<file path="src/sv/btlk_pkg.sv">
// Shared types and constants of the bitmap text layout block.
package btlk_pkg;

  localparam int CODES = 256;
  localparam int PAGES = 16;
  localparam int COORD_BITS = 12;
  localparam int CODE_BITS = 8;
  localparam int KERN_DEPTH = CODES * CODES;
  localparam int KERN_ADDR_BITS = 2 * CODE_BITS;
  localparam int SRC_BITS = 4 * COORD_BITS;
  localparam int PLACE_BITS = 40;

  localparam logic [1:0] CFG_SCALE = 2'd0;
  localparam logic [1:0] CFG_TRACKING = 2'd1;
  localparam logic [1:0] CFG_ORIGIN_X = 2'd2;
  localparam logic [1:0] CFG_ORIGIN_Y = 2'd3;

  typedef enum logic [1:0] {
    CMD_GLYPH,
    CMD_KERN,
    CMD_CHAR,
    CMD_START
  } cmd_t;

  typedef enum logic [1:0] {
    ST_CLEAR,
    ST_IDLE,
    ST_READ,
    ST_FINISH
  } state_t;

  typedef struct packed {
    cmd_t               cmd;
    logic [7:0]         code;
    logic [7:0]         second_code;
    logic [11:0]        src_x;
    logic [11:0]        src_y;
    logic [11:0]        glyph_width;
    logic [11:0]        glyph_height;
    logic signed [11:0] offset_x;
    logic signed [11:0] offset_y;
    logic signed [11:0] advance;
    logic [3:0]         page;
    logic signed [7:0]  kern_amount;
  } in_item_t;

  typedef struct packed {
    logic [11:0]        out_src_x;
    logic [11:0]        out_src_y;
    logic [11:0]        out_src_w;
    logic [11:0]        out_src_h;
    logic signed [31:0] dst_x;
    logic signed [31:0] dst_y;
    logic [30:0]        dst_w;
    logic [30:0]        dst_h;
    logic [3:0]         out_page;
    logic signed [31:0] pen_after;
  } out_item_t;

  typedef struct packed {
    logic [11:0] sx;
    logic [11:0] sy;
    logic [11:0] sw;
    logic [11:0] sh;
  } glyph_src_t;

  typedef struct packed {
    logic signed [11:0] ox;
    logic signed [11:0] oy;
    logic signed [11:0] adv;
    logic [3:0]         page;
  } glyph_place_t;

  typedef struct packed {
    logic [15:0]        scale;
    logic [7:0]         tracking;
    logic signed [31:0] origin_y;
    logic signed [31:0] pen;
    logic               prev_nz;
  } calc_ctx_t;

endpackage

</file>
<file path="src/sv/btlk_calc.sv">
// Scaling products and signed Q24.8 pen and destination sums for one glyph.
module btlk_calc (
  input  logic                  clk,
  input  logic                  load,
  input  btlk_pkg::glyph_src_t   src,
  input  btlk_pkg::glyph_place_t place,
  input  logic signed [7:0]     kern,
  input  btlk_pkg::calc_ctx_t    ctx,
  output btlk_pkg::out_item_t    result
);

  logic signed [16:0] sscale;
  logic signed [12:0] adv_sum;
  logic signed [24:0] kprod;
  logic signed [28:0] oxprod;
  logic signed [28:0] oyprod;
  logic signed [29:0] advprod;
  logic [27:0]        wprod;
  logic [27:0]        hprod;
  btlk_pkg::glyph_src_t src_q;
  logic [3:0]         page_q;
  logic signed [31:0] kern_term;
  logic signed [31:0] pen_k;

  assign sscale = $signed({1'b0, ctx.scale});
  assign adv_sum = {place.adv[11], place.adv} + $signed({5'b0, ctx.tracking});

  always_ff @(posedge clk) begin
    if (load) begin
      kprod <= kern * sscale;
      oxprod <= place.ox * sscale;
      oyprod <= place.oy * sscale;
      advprod <= adv_sum * sscale;
      wprod <= src.sw * ctx.scale;
      hprod <= src.sh * ctx.scale;
      src_q <= src;
      page_q <= place.page;
    end
  end

  always_comb begin
    kern_term = ctx.prev_nz ? {{7{kprod[24]}}, kprod} : 32'sd0;
    pen_k = ctx.pen + kern_term;
    result.out_src_x = src_q.sx;
    result.out_src_y = src_q.sy;
    result.out_src_w = src_q.sw;
    result.out_src_h = src_q.sh;
    result.dst_x = pen_k + {{3{oxprod[28]}}, oxprod};
    result.dst_y = ctx.origin_y + {{3{oyprod[28]}}, oyprod};
    result.dst_w = {3'b0, wprod};
    result.dst_h = {3'b0, hprod};
    result.out_page = page_q;
    result.pen_after = pen_k + {{2{advprod[29]}}, advprod};
  end

endmodule

</file>
<file path="config.mk">
export PLATFORM = sky130hd
export DESIGN_NAME = btlk_calc
export DESIGN_NICKNAME = d
export VERILOG_FILES = /design/src/sv/btlk_pkg.sv /design/src/sv/btlk_calc.sv
export SDC_FILE = /design/constraint.sdc
export NUM_CORES = 2
export LEC_CHECK = 0
export BUFFER_PORTS_ARGS = -buffer_cell sky130_fd_sc_hd__buf_2
export CAP_MARGIN = 20
export CORE_MARGIN = 2
export CORE_UTILIZATION = 40
export CTS_BUF_LIST = sky130_fd_sc_hd__clkbuf_4
export DETAILED_ROUTE_END_ITERATION = 10
export PLACE_DENSITY = 0.68
export SLEW_MARGIN = 10
export SYNTH_ARGS = -nofsm -noshare
export SYNTH_HDL_FRONTEND = slang
export SYNTH_SLANG_ARGS = --single-unit
export TNS_END_PERCENT = 50
</file>
<file path="constraint.sdc">
create_clock -name clk -period 7.6 [get_ports clk]
set_clock_uncertainty 0.1 [all_clocks]
set_input_delay 0.76 -clock clk [delete_from_list [all_inputs] [get_ports clk]]
set_output_delay 0.76 -clock clk [all_outputs]
set_load 0.05 [all_outputs]
</file>
## Word-level counts from Yosys, hierarchy flattened

Cells that the tools add are included.

- Output and inout bits: 210
- Flip-flop bits (word level): 221
- Input port bits: 187
- Word-level logic and storage cells: 23

- Multiplexer cells: 1
- Add/sub/neg operators: 5
- Multiply operators: 6

Operators by type and width:

| cell | count |
|---|---|
| $add A32 B32 Y32 | 4 |
| $mul A12 B17 Y29 | 2 |
| $mul A12 B16 Y28 | 2 |
| $mux W32 | 1 |
| $mul A13 B17 Y30 | 1 |
| $mul A8 B17 Y25 | 1 |
| $add A12 B9 Y13 | 1 |

## Logic depth before layout (Yosys ltp)

- Word-level depth: 3
- Mapped depth: 33
- Depth with buffers taken out: 32

## Worst setup path after synthesis

OpenSTA, ideal clock, no wires.

- Path type: input port to flip-flop
- Start point: in place[4] (netlist name)
- End point: reg advprod[27] (data pin)
- Data required time: 7234 ps
- Arrival time: 7641 ps
- Buffers on the path: 1
- Cell stages on the path: 31
- Library setup time: 266 ps
- Setup slack: -407 ps
- Cells stage by stage: ha_1 -> inv_1 -> fa_1 -> nor2b_1 -> o21ai_1 -> a21boi_1 -> o21ai_1 -> a21boi_1 -> o21ai_1 -> and2_1 -> xnor2_1 -> clkbuf_1 -> nand2_1 -> fa_1 -> fa_1 -> inv_1 -> fa_1 -> fa_1 -> fa_1 -> inv_1 -> fa_1 -> inv_1 -> ha_1 -> a21oi_1 -> o21bai_1 -> nand3b_1 -> a211oi_1 -> o31ai_1 -> a2111oi_0 -> nor3_1 -> xor2_1

- Longest elaborated chain between the ends: 2

Ends and longest elaborated chain:

| element | line | text |
|---|---|---|
| start: declaration | btlk_calc.sv:6 | `input btlk_pkg::glyph_place_t place,` |
| $add A12 B9 Y13 | btlk_calc.sv:26 | `assign adv_sum = {place.adv[11], place.adv} + $signed({5'b0, ctx.tracking});` |
| $mul A13 B17 Y30 | btlk_calc.sv:33 | `advprod <= adv_sum * sscale;` |
| end signal: assignment | btlk_calc.sv:33 |  |
| end: declaration | btlk_calc.sv:17 | `logic signed [29:0] advprod;` |

Every way passes these cells.
A chain may end at the register's enable or synchronous reset.

==> metrics.cfg <==
[global_route]
gr-total-overflow=0
grt_pass1_wl_mm=205
grt_pass1_vias=40200
grt_max_degree=120
grt.total_usage_pct=20.3
antenna_found_initial=20

[worst_hold_path]
holdCritPathClass=in -> reg
hold_depth=1

[sta]
grt_setup_unrepaired=no
finalHoldViolCount=0
slew_headroom_pct=28.8
clock.fmax_mhz=138
setup_viol=0
finalMaxSlewViolations=0
fin_crit_ns=7.23
period_share_pct=95.1
fin_hold_ws_ns=0.179
tightest_slew_ns=1.07

[drt]
wl_mm=126
drtIter0Drc=2042
ant_nets=0
dr.pass1.iters=5
drc=0
wl_per_cell_um=16.9
viasPerCell=5.12
via_count=38100

[worst_setup_path]
crit_chain=and2_1, ha_1, fa_1, a211oi_1, o211a_1, o31ai_2, o211ai_1, a21boi_1, o21a_1, o21a_1, nor2_1, xnor2_1, ha_1, nand3_1, nor2_1, nand3_1, o32a_1, o31ai_4, a31oi_1, o311ai_1, xnor2_1, buf_2
path_depth=22
cp_slowest_cell=fa_1
cp_data_arrival_time_ns=6.37
critPathKind=reg -> out
critical_path.max_fanout=5
path_delay_family=compound AO/OA/AOI/OAI gates
cpPeakStageDelay_ns=0.46
cp_num_buf_inv=1
crit_required_ns=6.74
critPathLaunchType=register
critPathCaptureType=output port

[clocking]
clkSinkCount=221
path_clk_slew_ns=0.06
cts_buffers=69
cts-root-buf=clkbuf_4
clock_path_buffers=3
htreeDepth=3
cts_tree=yes
post-cts-setup-buffers=0

[job]
drv_cap=0

[floorplanning]
die_h_um=355
rows=128
fp.dieW_um=355
initial_core_util_pct=40.4
dieArea_um2=126000
core-area_um2=122000
io_pins=397

[layout]
nNetsFinal=7359
final.fill_count=11800
fin_util_pct=44.7
design_area_um2=54600
drive_above_1_share_pct=11.0
area_delta_synth_final_pct=10.9

[run_status]
status=finished, final reports clean

[synthesis]
yosysWarnings=0
synth_seq_cells=221
synthesis.instances=5367
ys_seq_area_share_pct=13.5
syn_area_per_cell_um2=9.18
ys_types=85
netlist_area_um2=49200
synth-edff-count=221
ys.flop_type=edfxtp_1
postSynth.asyncResetShare_pct=0

[place]
dpl.hpwl_mm=103
gp_congestion=0.897
placed_area_um2=53500
io_buffers=390

[cell usage after synthesis, types with 64 or more instances]
cell type,n,share of area [%]
a21oi_1,203,2.1
inv_1,970,7.4
nand2b_1,75,0.95
xnor2_1,159,2.8
clkbuf_1,192,1.5
nor2_1,162,1.2
and2_1,419,5.3
ha_1,594,15
fa_1,806,33
a21o_1,100,1.5
nand2_1,715,5.4
edfxtp_1,221,13
xor2_1,64,1.1
[cell usage in the layout, fill, tap and decap left out, types with 64 or more instances in the layout]
cell | netlist | routed
a21o_1 | 100 | 100
a21oi_1 | 203 | 202
and2_1 | 419 | 419
buf_2 | 1 | 389
buf_4 | 6 | 102
clkbuf_4 | 0 | 92
edfxtp_1 | 221 | 221
fa_1 | 806 | 806
ha_1 | 594 | 593
inv_1 | 970 | 970
nand2_1 | 715 | 715
nand2b_1 | 75 | 75
nor2_1 | 162 | 162
xnor2_1 | 159 | 158
xor2_1 | 64 | 64
[through the flow]
step / setup TNS (ns) / worst slack, ns / instances
floorplan: 0 / 0.0158 / 5372
global placement: -2.38 / -0.411 / 7298
detailed placement: -3.44 / -0.464 / 7298
CTS: 0 / 0.168 / 7439
global route: 0 / 0.00724 / 7445
finish: 0 / 0.371 / 7447
[layout make-up]
cell class / instances / area (um2) / area share, %
inverters: 972 / 3650 / 6.68
flip-flops and latches: 221 / 6640 / 12.2
multi-input cells: 3977 / 38200 / 70.0
clock inverters: 21 / 103 / 0.188
clock buffers: 92 / 691 / 1.26
diodes: 8 / 20.0 / 0.0367
repair buffers: 531 / 3230 / 5.91
well taps: 1625 / 2030 / 3.72
[final timing paths]
path | slack (ns) | startpoint | to
hold / removal | 0.18 | src[13] | result[175]
setup / recovery | 0.37 | kprod[0] | result[161]
[cells by family (layout without fill, tap and decap cells)]
logic type / count (synthesis) / in the layout / synth area share [%]
mux: 4 / 4 / 0.0864
simple gates: 1648 / 1648 / 16.4
other cells: 1 / 14 / 0.00762
buf+inv: 1174 / 1616 / 9.00
fa+ha+maj: 1400 / 1400 / 47.9
compound gates: 696 / 696 / 9.23
flops: 221 / 221 / 13.5
xor+xnor: 223 / 223 / 3.97
[per-layer routing]
layer / track usage (%) / part of all wire (%) / up-vias
li1: - / - / 17900
met1: 26.3 / 43 / 19000
met2: 34.6 / 48 / 986
met3: 3.35 / 5.8 / 181
met4: 6.34 / 2.6 / 14
met5: 0 / 0.069 / -
[flip-flops by register name, indices dropped and copies added, names as in the netlist]
signal / flops
result: 48
kprod: 25
oyprod: 29
advprod: 30
page_q: 4
wprod: 28
hprod: 28
oxprod: 29
[timing repair]
item,in CTS,in global routing
gates resized for setup,0,1
setup endpoints to repair,0,1
hold buffers,28,0
endpoints found under the hold margin,28,0
Power is left out: the tool's default activity adds up to more than one toggle a clock period on the data nets, which glitch-free logic cannot reach.
